### src/rtl/fsc_pkg.sv
// shared types and constants of the encoder frame statistics collector
package fsc_pkg;

    localparam int QUANT_BINS_DEF = 31;
    localparam int NUM_CLASSES    = 4;
    localparam int HIST_LANES     = 3;

    typedef enum logic [1:0] {
        ACT_RECORD     = 2'd0,
        ACT_READ_CLASS = 2'd1,
        ACT_READ_BIN   = 2'd2,
        ACT_CLEAR      = 2'd3
    } t_action;

    localparam logic [2:0] FT_I = 3'd1;
    localparam logic [2:0] FT_P = 3'd2;
    localparam logic [2:0] FT_B = 3'd3;
    localparam logic [2:0] FT_S = 3'd4;

    localparam logic [1:0] CLS_ALL = 2'd0;
    localparam logic [1:0] CLS_I   = 2'd1;
    localparam logic [1:0] CLS_P   = 2'd2;
    localparam logic [1:0] CLS_B   = 2'd3;

    localparam logic [1:0] ERR_OK    = 2'd0;
    localparam logic [1:0] ERR_QUANT = 2'd1;
    localparam logic [1:0] ERR_CLASS = 2'd2;

    typedef struct packed {
        logic [1:0]  action;
        logic [2:0]  frame_type;
        logic [23:0] frame_length;
        logic [4:0]  quant_value;
        logic [1:0]  stat_class;
    } t_item;

    typedef struct packed {
        logic [31:0] cnt;
        logic [4:0]  min_q;
        logic [4:0]  max_q;
        logic [23:0] min_len;
        logic [23:0] max_len;
        logic [47:0] tot_len;
    } t_cls_stat;

    typedef struct packed {
        logic        upd;
        logic        clr;
        logic [1:0]  idx;
        logic [4:0]  q;
        logic [23:0] len;
    } t_cls_ctl;

    typedef struct packed {
        logic       rec;
        logic       clr;
        logic [1:0] lane;
    } t_hist_ctl;

    typedef logic [HIST_LANES-1:0][31:0] t_row;

    typedef struct packed {
        logic [31:0] frame_count;
        logic [4:0]  least_quant;
        logic [4:0]  greatest_quant;
        logic [23:0] least_length;
        logic [23:0] greatest_length;
        logic [47:0] total_length;
        logic [31:0] bin_i;
        logic [31:0] bin_p;
        logic [31:0] bin_b;
        logic [31:0] peak_bin_total;
        logic [1:0]  error_code;
    } t_result;

    function automatic logic [31:0] sat_inc32(input logic [31:0] v);
        sat_inc32 = (v == 32'hFFFF_FFFF) ? v : v + 32'd1;
    endfunction

endpackage

### src/rtl/fsc_hist.sv
// quantizer histogram memory with row forwarding and peak bin total
module fsc_hist
    import fsc_pkg::*;
#(
    parameter int QUANT_BINS = QUANT_BINS_DEF
) (
    input  logic                          i_clk,
    input  logic                          i_rst_n,
    input  logic                          i_rd_en,
    input  logic [$clog2(QUANT_BINS)-1:0] i_rd_row,
    input  logic [$clog2(QUANT_BINS)-1:0] i_wr_row,
    input  t_hist_ctl                     i_ctl,
    output t_row                          o_row,
    output logic [31:0]                   o_peak
);

    t_row                  r_mem [QUANT_BINS];
    logic [QUANT_BINS-1:0] r_vld;
    t_row                  r_row;
    logic [31:0]           r_peak;

    t_row        n_row;
    logic [33:0] sum;
    logic [31:0] sum_sat;
    logic [31:0] n_peak;

    always_comb begin
        n_row = r_row;
        if (i_ctl.rec) begin
            n_row[i_ctl.lane] = sat_inc32(r_row[i_ctl.lane]);
        end
        sum = {2'b00, n_row[0]} + {2'b00, n_row[1]} + {2'b00, n_row[2]};
        sum_sat = (|sum[33:32]) ? 32'hFFFF_FFFF : sum[31:0];
        n_peak = (i_ctl.rec && sum_sat > r_peak) ? sum_sat : r_peak;
    end

    always_ff @(posedge i_clk) begin
        if (i_ctl.rec) begin
            r_mem[i_wr_row] <= n_row;
        end
    end

    // read with bypass of a same-cycle write or clear
    always_ff @(posedge i_clk) begin
        if (i_rd_en) begin
            if (i_ctl.clr) begin
                r_row <= '0;
            end else if (i_ctl.rec && i_wr_row == i_rd_row) begin
                r_row <= n_row;
            end else if (r_vld[i_rd_row]) begin
                r_row <= r_mem[i_rd_row];
            end else begin
                r_row <= '0;
            end
        end
    end

    always_ff @(posedge i_clk) begin
        if (!i_rst_n || i_ctl.clr) begin
            r_vld  <= '0;
            r_peak <= '0;
        end else begin
            if (i_ctl.rec) begin
                r_vld[i_wr_row] <= 1'b1;
            end
            r_peak <= n_peak;
        end
    end

    assign o_row  = n_row;
    assign o_peak = n_peak;

    a_peak_monotonic: assert property (@(posedge i_clk) disable iff (!i_rst_n)
        (r_peak < $past(r_peak)) |-> $past(i_ctl.clr))
        else $error("peak bin total fell without a clear");

    a_rec_marks_row: assert property (@(posedge i_clk) disable iff (!i_rst_n)
        (i_ctl.rec && !i_ctl.clr) |=> r_vld[$past(i_wr_row)])
        else $error("written histogram row not marked valid");

    a_clear_empties: assert property (@(posedge i_clk) disable iff (!i_rst_n)
        i_ctl.clr |=> (r_vld == '0 && r_peak == 32'd0))
        else $error("clear left histogram state behind");

endmodule

### config.mk
export PLATFORM = sky130hd
export DESIGN_NAME = fsc_hist
export DESIGN_NICKNAME = d
export VERILOG_FILES = /design/src/rtl/fsc_pkg.sv /design/src/rtl/fsc_hist.sv
export SDC_FILE = /design/constraint.sdc
export NUM_CORES = 2
export LEC_CHECK = 0
export BUFFER_PORTS_ARGS = -buffer_cell sky130_fd_sc_hd__clkbuf_2
export CORE_MARGIN = 2
export CORE_UTILIZATION = 60
export CTS_BUF_LIST = sky130_fd_sc_hd__clkbuf_8
export DETAILED_ROUTE_END_ITERATION = 8
export GPL_TIMING_DRIVEN = 0
export PLACE_DENSITY = 0.76
export SLEW_MARGIN = 20
export SYNTH_ARGS = -nofsm -noshare
export SYNTH_HDL_FRONTEND = slang
export SYNTH_SLANG_ARGS = --single-unit
### constraint.sdc
create_clock -name i_clk -period 42.4 [get_ports i_clk]
set_input_delay 10.6 -clock i_clk [delete_from_list [all_inputs] [get_ports i_clk]]
set_output_delay 10.6 -clock i_clk [all_outputs]
set_load 0.01 [all_outputs]
==> metrics <==
Worst Path Required=31.80 ns; share of layout cells above drive strength 1=28.5%; Seq/Total Area, Yosys=73.8%; Yosys top cell by area=edfxtp_1; relative slew slack=15.3%; Cell variety after synth=a little over 80; simple-gate share of the synthesized area=2.10%; synth cell count leaders=3072 x edfxtp_1, 872 x mux4_2, 257 x nand2_1; Final setup viols=0; final hold vios=0; top-count cell post-synth=edfxtp_1; prevailing post-synth register cell=edfxtp_1; post-CTS setup buffers=0; Clock Skews=between 0.1 and 0.15 ns; CTS buffer count=between 400 and 500; Core Util, Final=69.5%; f_max=30.4 MHz; failing checks=DRC; core box area=~210000 sq um; Overflow after GRT=0; Die Y=464 um; syn_area_per_cell=a little over 20 sq um; H-Tree Depth=5; min Tclk post-route=32.87 ns; Starting DRT DRC Count=10500; Overall Global Routing Usage=34.6%; CP Capture Type=primary output; Post-Synthesis Cell Area=127000 sq um; Vias/cell=slightly below 7; Num Clock Sinks=3135; critical setup path kind=in -> out; top-area cell type share of the netlist area=72.8%; TritonRoute pass-1 iters=9; layout net count=7183; Compound-Gate Fraction of Synth Area=around 3.5%; Post-synth EDFFs=3072; drt wl/cell=about 36 um; worst skew pair latency=around 1.2 ns; post-CTS sizing=0; vias in the first global route=around 69000; RePlAce Congestion=0.995; RSZ-0062 raised after global routing=no; Site Rows=about 170; Final period util=~78%; Leak Pwr=roughly 48 nW; Post-Place Cells=between 9000 and 10000; die width=464 um; Post-Synth Adder-Cell Area=around 1.2%; status=finished, violations left; Worst Path Arrival=approximately 22 ns; largest family of logic cells by synthesized area=multiplexers; worst slew pin tran=about 1.3 ns; syn_nets=6304; initial antenna violation count=20; Max Root-Sink Buffers=4; initial core utilization=about three fifths; post-synthesis sequential element count=3135; drt total wl=around 370000 um; critical path's slowest cell=a2111oi_0; hold slack=0.464 ns; Root Driver=clkbuf_8; P per Cell Area=between 40 and 50 nW/um^2; antenna viol nets, final=0; first-pass GRT wire length=roughly 520000 um; Post-synth ARST share=0%; critical path fanouts, max=33; multiplexer share of the synthesized area=~17%; cts hold-fix bufs=0; max incr delay on CP=about 1.1 ns; Slew Limit Fails=0; Max-Cap Viols=0; reg2reg path depth=28; DPL Wire Length=258000 um; Synth Area in XOR/XNOR=less than 1%; Mapped Cells=about 6200; port bufs=between 100 and 150; Layout area overhead=15.0%; Ports=about 150; Worst setup SP type=primary input; CTS tree=yes; DRC violation count after routing=1; Worst-path clk slew=0.06 ns; synth top area cells=edfxtp_1 73%, mux4_2 15%, mux2i_1 1.8%; hold-critical path depth=1; die area=215000 sq um; detailed-route via count=between 70000 and 80000; Fin Setup TNS=0 ns; Non-Filler Instances=approximately 10000; worst min-delay path class=reg -> reg; worst vdd ir=slightly below 0.04 mV; largest net degree at the start of global routing=83; total of warnings raised by yosys=0
## worst paths after layout
kind / from / end / slack (ns)
setup reg to reg: r_row[63] / r_peak[28] / 31.80
hold reg to reg: r_vld[20] / r_vld[20] / 0.46
hold / removal: r_vld[20] / r_vld[20] / 0.46
setup / recovery: i_ctl[1] / o_peak[28] / 9.53
## through the flow
stage               setup WS, ns  cell area, sq um  power, mW
global placement            7.51            131000       4.10
detailed placement          9.99            137000       4.13
global route                9.21            146000       6.53
finish                      9.53            146000       6.35
floorplan                  12.43            127000       3.87
CTS                         9.94            146000       6.36
## per-layer routing
| metal | track usage [%] | part of all wire [%] | up-vias |
|---|---|---|---|
| met5 | 0 | 0.019 | - |
| met4 | 15.6 | 4.9 | 10 |
| met3 | 9.56 | 13 | 852 |
| met2 | 51.4 | 46 | 5306 |
| met1 | 48.7 | 37 | 36400 |
| li1 | - | - | 27500 |
## registers in the layout (all words and copies together), names as in the netlist
signal and flops:
r_mem 2976, r_vld 31, r_row 96, r_peak 32
## cell families (layout without fill, tap and decap cells)
family	Yosys count	count (layout)
flops	3135	3135
mux	1120	1120
xor+xnor	54	54
simple gates	568	568
fa+ha+maj	97	97
buf+inv	511	1755
compound gates	705	705
other cells	0	8
## worst max-delay path: cells and delay by family
family | cells | cell delay, ns
buf+inv | 8 | 2.98
fa+ha+maj | 4 | 1.82
compound gates | 13 | 4.89
xor+xnor | 1 | 0.71
simple gates | 6 | 1.22
## report_power, final
group          internal [mW]  total (mW)  leakage (nW)  switching [mW]
clock network           1.13        2.27          4.93            1.14
registers               3.44        3.45          28.6          0.0113
logic                  0.221       0.631          14.6           0.410
total                   4.79        6.35          48.2            1.56
## placed cells by master, fill, tap and decap left out, types with 122 or more instances in the layout
master | synthesis | layout
clkinv_1 | 0 | 139
edfxtp_1 | 3072 | 3072
a21oi_1 | 122 | 122
clkbuf_1 | 247 | 199
inv_1 | 152 | 301
buf_12 | 0 | 135
mux2i_1 | 223 | 223
clkbuf_2 | 0 | 187
mux4_2 | 872 | 872
nand2_1 | 257 | 257
o21ai_0 | 244 | 196
clkbuf_8 | 0 | 495
## final cells by class
cell class              instances  area, sq um
plain buffers                 357         1540
diodes                          8         20.0
inverters                     154          578
multi-input cells            2544        31900
well taps                    2805         3510
flip-flops and latches       3135        93500
fillers                     12600        64000
repair buffers                394         6210
clock buffers                 494         6800
clock inverters               356         1700
Power figures use the tool's default switching activity.
