`src/rtl/fsc_pkg.sv`:
```
// shared types and constants of the encoder frame statistics collector
package fsc_pkg;

    localparam int QUANT_BINS_DEF = 31;
    localparam int NUM_CLASSES    = 4;
    localparam int HIST_LANES     = 3;

    typedef enum logic [1:0] {
        ACT_RECORD     = 2'd0,
        ACT_READ_CLASS = 2'd1,
        ACT_READ_BIN   = 2'd2,
        ACT_CLEAR      = 2'd3
    } t_action;

    localparam logic [2:0] FT_I = 3'd1;
    localparam logic [2:0] FT_P = 3'd2;
    localparam logic [2:0] FT_B = 3'd3;
    localparam logic [2:0] FT_S = 3'd4;

    localparam logic [1:0] CLS_ALL = 2'd0;
    localparam logic [1:0] CLS_I   = 2'd1;
    localparam logic [1:0] CLS_P   = 2'd2;
    localparam logic [1:0] CLS_B   = 2'd3;

    localparam logic [1:0] ERR_OK    = 2'd0;
    localparam logic [1:0] ERR_QUANT = 2'd1;
    localparam logic [1:0] ERR_CLASS = 2'd2;

    typedef struct packed {
        logic [1:0]  action;
        logic [2:0]  frame_type;
        logic [23:0] frame_length;
        logic [4:0]  quant_value;
        logic [1:0]  stat_class;
    } t_item;

    typedef struct packed {
        logic [31:0] cnt;
        logic [4:0]  min_q;
        logic [4:0]  max_q;
        logic [23:0] min_len;
        logic [23:0] max_len;
        logic [47:0] tot_len;
    } t_cls_stat;

    typedef struct packed {
        logic        upd;
        logic        clr;
        logic [1:0]  idx;
        logic [4:0]  q;
        logic [23:0] len;
    } t_cls_ctl;

    typedef struct packed {
        logic       rec;
        logic       clr;
        logic [1:0] lane;
    } t_hist_ctl;

    typedef logic [HIST_LANES-1:0][31:0] t_row;

    typedef struct packed {
        logic [31:0] frame_count;
        logic [4:0]  least_quant;
        logic [4:0]  greatest_quant;
        logic [23:0] least_length;
        logic [23:0] greatest_length;
        logic [47:0] total_length;
        logic [31:0] bin_i;
        logic [31:0] bin_p;
        logic [31:0] bin_b;
        logic [31:0] peak_bin_total;
        logic [1:0]  error_code;
    } t_result;

    function automatic logic [31:0] sat_inc32(input logic [31:0] v);
        sat_inc32 = (v == 32'hFFFF_FFFF) ? v : v + 32'd1;
    endfunction

endpackage

```
`src/rtl/fsc_class.sv`:
```
// per-class statistics registers with update and selection logic
module fsc_class
    import fsc_pkg::*;
(
    input  logic      i_clk,
    input  logic      i_rst_n,
    input  t_cls_ctl  i_ctl,
    input  logic [1:0] i_sel,
    output t_cls_stat o_stat
);

    t_cls_stat r_cls [NUM_CLASSES];
    t_cls_stat n_cls [NUM_CLASSES];

    always_comb begin
        for (int c = 0; c < NUM_CLASSES; c++) begin
            logic        hit;
            logic [48:0] sum;
            hit = i_ctl.upd && ((2'(c) == CLS_ALL) || (2'(c) == i_ctl.idx));
            sum = {1'b0, r_cls[c].tot_len} + {25'd0, i_ctl.len};
            n_cls[c] = r_cls[c];
            if (hit) begin
                n_cls[c].cnt = sat_inc32(r_cls[c].cnt);
                if (r_cls[c].min_q == 5'd0 || i_ctl.q < r_cls[c].min_q) begin
                    n_cls[c].min_q = i_ctl.q;
                end
                if (r_cls[c].max_q == 5'd0 || i_ctl.q > r_cls[c].max_q) begin
                    n_cls[c].max_q = i_ctl.q;
                end
                if (r_cls[c].min_len == 24'd0 || i_ctl.len < r_cls[c].min_len) begin
                    n_cls[c].min_len = i_ctl.len;
                end
                if (r_cls[c].max_len == 24'd0 || i_ctl.len > r_cls[c].max_len) begin
                    n_cls[c].max_len = i_ctl.len;
                end
                n_cls[c].tot_len = sum[48] ? {48{1'b1}} : sum[47:0];
            end
        end
    end

    always_ff @(posedge i_clk) begin
        for (int c = 0; c < NUM_CLASSES; c++) begin
            if (!i_rst_n || i_ctl.clr) begin
                r_cls[c] <= '0;
            end else begin
                r_cls[c] <= n_cls[c];
            end
        end
    end

    assign o_stat = n_cls[i_sel];

    // all-frames class counts at least as many as any type class
    a_all_count_ge: assert property (@(posedge i_clk) disable iff (!i_rst_n)
        (r_cls[CLS_ALL].cnt >= r_cls[CLS_I].cnt) && (r_cls[CLS_ALL].cnt >= r_cls[CLS_P].cnt)
        && (r_cls[CLS_ALL].cnt >= r_cls[CLS_B].cnt))
        else $error("all-frames count below a type class count");

    a_quant_order: assert property (@(posedge i_clk) disable iff (!i_rst_n)
        r_cls[CLS_ALL].min_q <= r_cls[CLS_ALL].max_q)
        else $error("least quantizer above greatest quantizer");

    a_upd_counts: assert property (@(posedge i_clk) disable iff (!i_rst_n)
        (i_ctl.upd && !i_ctl.clr && r_cls[CLS_ALL].cnt != 32'hFFFF_FFFF)
        |=> (r_cls[CLS_ALL].cnt == $past(r_cls[CLS_ALL].cnt) + 32'd1))
        else $error("recorded frame not counted");

endmodule

```
`config.mk`:
```
export PLATFORM = sky130hd
export DESIGN_NAME = fsc_class
export DESIGN_NICKNAME = d
export VERILOG_FILES = /design/src/rtl/fsc_pkg.sv /design/src/rtl/fsc_class.sv
export SDC_FILE = /design/constraint.sdc
export NUM_CORES = 2
export LEC_CHECK = 0
export BUFFER_PORTS_ARGS = -buffer_cell sky130_fd_sc_hd__buf_4
export CAP_MARGIN = 20
export CORE_ASPECT_RATIO = 1.1
export CORE_MARGIN = 5
export CORE_UTILIZATION = 40
export DETAILED_ROUTE_END_ITERATION = 8
export GPL_ROUTABILITY_DRIVEN = 0
export PLACE_DENSITY = 0.64
export SLEW_MARGIN = 40
export SYNTH_ARGS = -nofsm -noshare
export SYNTH_HDL_FRONTEND = slang
export SYNTH_SLANG_ARGS = --single-unit
```
`constraint.sdc`:
```
create_clock -name i_clk -period 3.5 [get_ports i_clk]
set_clock_uncertainty 0.05 [all_clocks]
set_input_delay 0.525 -clock i_clk [delete_from_list [all_inputs] [get_ports i_clk]]
set_output_delay 0.525 -clock i_clk [all_outputs]
set_load 0.005 [all_outputs]
```
==> impl_metrics.env <==
export IMPL_path_common_cell="a21o_1"
export IMPL_route_detailed_drc=0
export IMPL_drt_first_pass_iters=6
export IMPL_slew_violations=0
export IMPL_grt_max_degree=76
export IMPL_drive_gt1_share_pct=41.6
export IMPL_crit_path_start="r_cls[0][73]$_SDFF_PP0_"
export IMPL_place_area_um2=47600
export IMPL_die_x_um=304
export IMPL_port_buffers=174
export IMPL_maxSlewHeadroom_pct=35.0
export IMPL_period_needed_ps=4460
export IMPL_cp_cell_sequence="inv_2, ha_1, a21o_1, a211oi_1, o21a_1, o41a_1, buf_6, nand2_4, a21oi_1, a21o_1, a222oi_1, buf_4"
export IMPL_die_h_um=333
export IMPL_drtIter0Drc=4691
export IMPL_ir_drop_mv=0.321
export IMPL_worstHoldStart="i_ctl[5]"
export IMPL_wl_per_cell_um=22.4
export IMPL_rsz0062_at_grt="true"
export IMPL_setup_tns_ps=-77560
export IMPL_violations="negative setup slack"
export IMPL_design_area_um2=58700
export IMPL_synth_edf_count=0
export IMPL_row_count=118
export IMPL_criticalPathCategory="register to output port"
export IMPL_reg2reg_slack_ps=80
export IMPL_initial_core_util_pct=40.3
export IMPL_final_antenna_net_count=0
export IMPL_grt_pass1_wl_mm=234
export IMPL_fin_cells=7275
export IMPL_worstSetupEndpoint="o_stat[84]"
export IMPL_ys_seq_area_share_pct=29.1
export IMPL_grt_pass1_vias=41400
export IMPL_fin_ws_ps=-959
export IMPL_largest_register="r_cls"
export IMPL_synth_top_cell_area_share_pct=29.1
export IMPL_top_regs="r_cls x552"
export IMPL_finalHoldViolCount=0
export IMPL_largest_reg_flops=552
export IMPL_syn_inst=4765
export IMPL_synth_top_cell_by_area="dfxtp_1"
export IMPL_synth_area_leaders="dfxtp_1, ha_1, nor2_1, a21oi_1, nand2_1"
export IMPL_r2r_end="r_cls[0][234]$_SDFF_PP0_"
export IMPL_syn_area_um2=38000
export IMPL_syn_mean_instance_area_um2=7.97
export IMPL_placedCellCount=6879
export IMPL_period_share_pct=127
export IMPL_synth_cell_type_count=98
export IMPL_antenna_found_initial=5
export IMPL_r2r_start="r_cls[0][235]$_SDFF_PP0_"
export IMPL_max_freq_mhz=224
export IMPL_vias=43600
export IMPL_cp_max_fo=3
export IMPL_critPathLaunchType="register"
export IMPL_core_region_area_um2=94200
export IMPL_hold_class="primary input to register"
export IMPL_io_pin_count=175
export IMPL_critPathRequiredTime_ps=2920
export IMPL_p_total_mw=19.0
export IMPL_ys_ff_latch=552
export IMPL_dieArea_um2=101000
export IMPL_viasPerCell=5.99
export IMPL_clk_pin_slew_ps=60
export IMPL_grt_overflow=0
export IMPL_cpMaxStageDelayCell="a222oi_1"
export IMPL_cts_sinks=552
export IMPL_synth_ff_type="dfxtp_1"
export IMPL_p_per_area_nw_per_um2=323
export IMPL_area_growth_pct=54.5
export IMPL_cts_root_buf="clkbuf_16"
export IMPL_cap_violations=0
export IMPL_cts_tree="done"
export IMPL_tightest_slew_ps=976
export IMPL_status="complete, but fails checks"
export IMPL_yosys_warnings=0
export IMPL_endpoint_kind="output port"
export IMPL_track_usage_pct=28.5
export IMPL_insertion_delay_ps=670
export IMPL_crit_arrival_ps=3880
export IMPL_cp_slowest_stage_delay_ps=820
export IMPL_cts_buffers=67
export IMPL_routed_wl_mm=163
export IMPL_place_hpwl_mm=108
export IMPL_cts_max_path_buffers=3
export IMPL_final_cell_mix="buf_4, nor2_1, dfxtp_1"
export IMPL_h_tree_depth=3
export IMPL_synthArstFlopShare_pct=0
export IMPL_p_leak_nw=23.7
export IMPL_r2r_cells=23
export IMPL_nets=6325
export IMPL_syn_nets=5130
export IMPL_setup_viol=138
export IMPL_layout_commonest_cell="buf_4"
## report_power, final
group          total (mW)  internal (mW)  switching, mW
Sequential           6.46           6.38         0.0772
Clock                7.64           4.44           3.20
Combinational        4.86           2.28           2.58
## cell type report
type	instances	area, um2
tap	1260	1580
clock inverter	26	449
timing repair buffer	1394	11900
fill	7415	35500
antenna	2	5.00
multi-input combinational	3679	30500
inverter	266	1020
sequential	552	11200
clock buffer	96	1940
## cells by family (layout without fill, tap and decap cells)
| group | Yosys count | in the layout | synth area share [%] |
|---|---|---|---|
| other | 0 | 2 | 0 |
| DFF | 552 | 552 | 29.1 |
| and+or+nand+nor | 1702 | 1702 | 21.9 |
| muxes | 181 | 181 | 5.87 |
| xor gates and xnor gates | 268 | 268 | 6.18 |
| buffers and inverters | 534 | 1782 | 5.40 |
| AOI/OAI and AO/OA | 1200 | 1200 | 20.7 |
| adders and majority gates | 328 | 328 | 10.9 |
## metal layers
metal  track usage (%)  up-vias  share of wire (%)
met4              17.9        6                7.7
met2              46.6     2299                 46
met5                 0        -              0.022
met3              4.54      720                8.1
li1                  -    19600                  -
met1              35.4    21000                 39
## worst max-delay path: cells and delay by family, from the launching register on
kind	cells	cell delay, ps
fa+ha+maj	1	270
simple gates	1	80
compound gates	7	2090
buf+inv	3	460
flops	1	330
## metrics by stage
| stage | worst slack [ps] | utilization, % | hold slack, ps |
|---|---|---|---|
| 6_report | -959 | 62.3 | 279 |
| 5_1_grt | -1030 | 62.3 | 285 |
| 3_3_place_gp | -908 | 50.5 | 429 |
| 4_1_cts | -901 | 58.4 | 236 |
| 3_5_place_dp | -947 | 50.5 | 441 |
| 2_1_floorplan | -114 | - | 407 |
## worst min path at each step
stage | slack, ps | depth (start not counted) | end
after global routing | 290 | 3 | r_cls[0][216]$_SDFF_PP0_
after CTS | 240 | 3 | r_cls[0][216]$_SDFF_PP0_
after global placement | 430 | 2 | r_cls[1][50]$_SDFF_PP0_
after detailed placement | 440 | 2 | r_cls[1][50]$_SDFF_PP0_
after floorplan | 410 | 2 | r_cls[1][53]$_SDFF_PP0_
final | 280 | 3 | r_cls[0][215]$_SDFF_PP0_
## synthesized netlist by cell type (30+ instances only)
cell      instances
nor2_1          571
dfxtp_1         552
a21oi_1         402
nand2_1         357
ha_1            324
inv_1           264
clkbuf_1        222
o21ai_0         167
and2_1          156
nand3_1         153
xor2_1          145
xnor2_1         123
mux2i_1         119
nand4_1         108
a21o_1           89
o22ai_1          68
and3_1           63
nor4_1           63
nor3_1           62
o211ai_1         47
o221ai_1         47
a31oi_1          44
o22a_1           39
o21a_1           34
mux2_2           32
buf_2            30
mux4_2           30
## what timing repair did
action                                  in CTS  in global routing
setup buffers                              193                104
endpoints found under the setup margin     138                139
pin swaps                                  329                327
gates cloned                                14                  3
hold buffers                                 0                  0
gates resized for setup                    789                598
No activity file was read; power rests on OpenSTA's default activity.
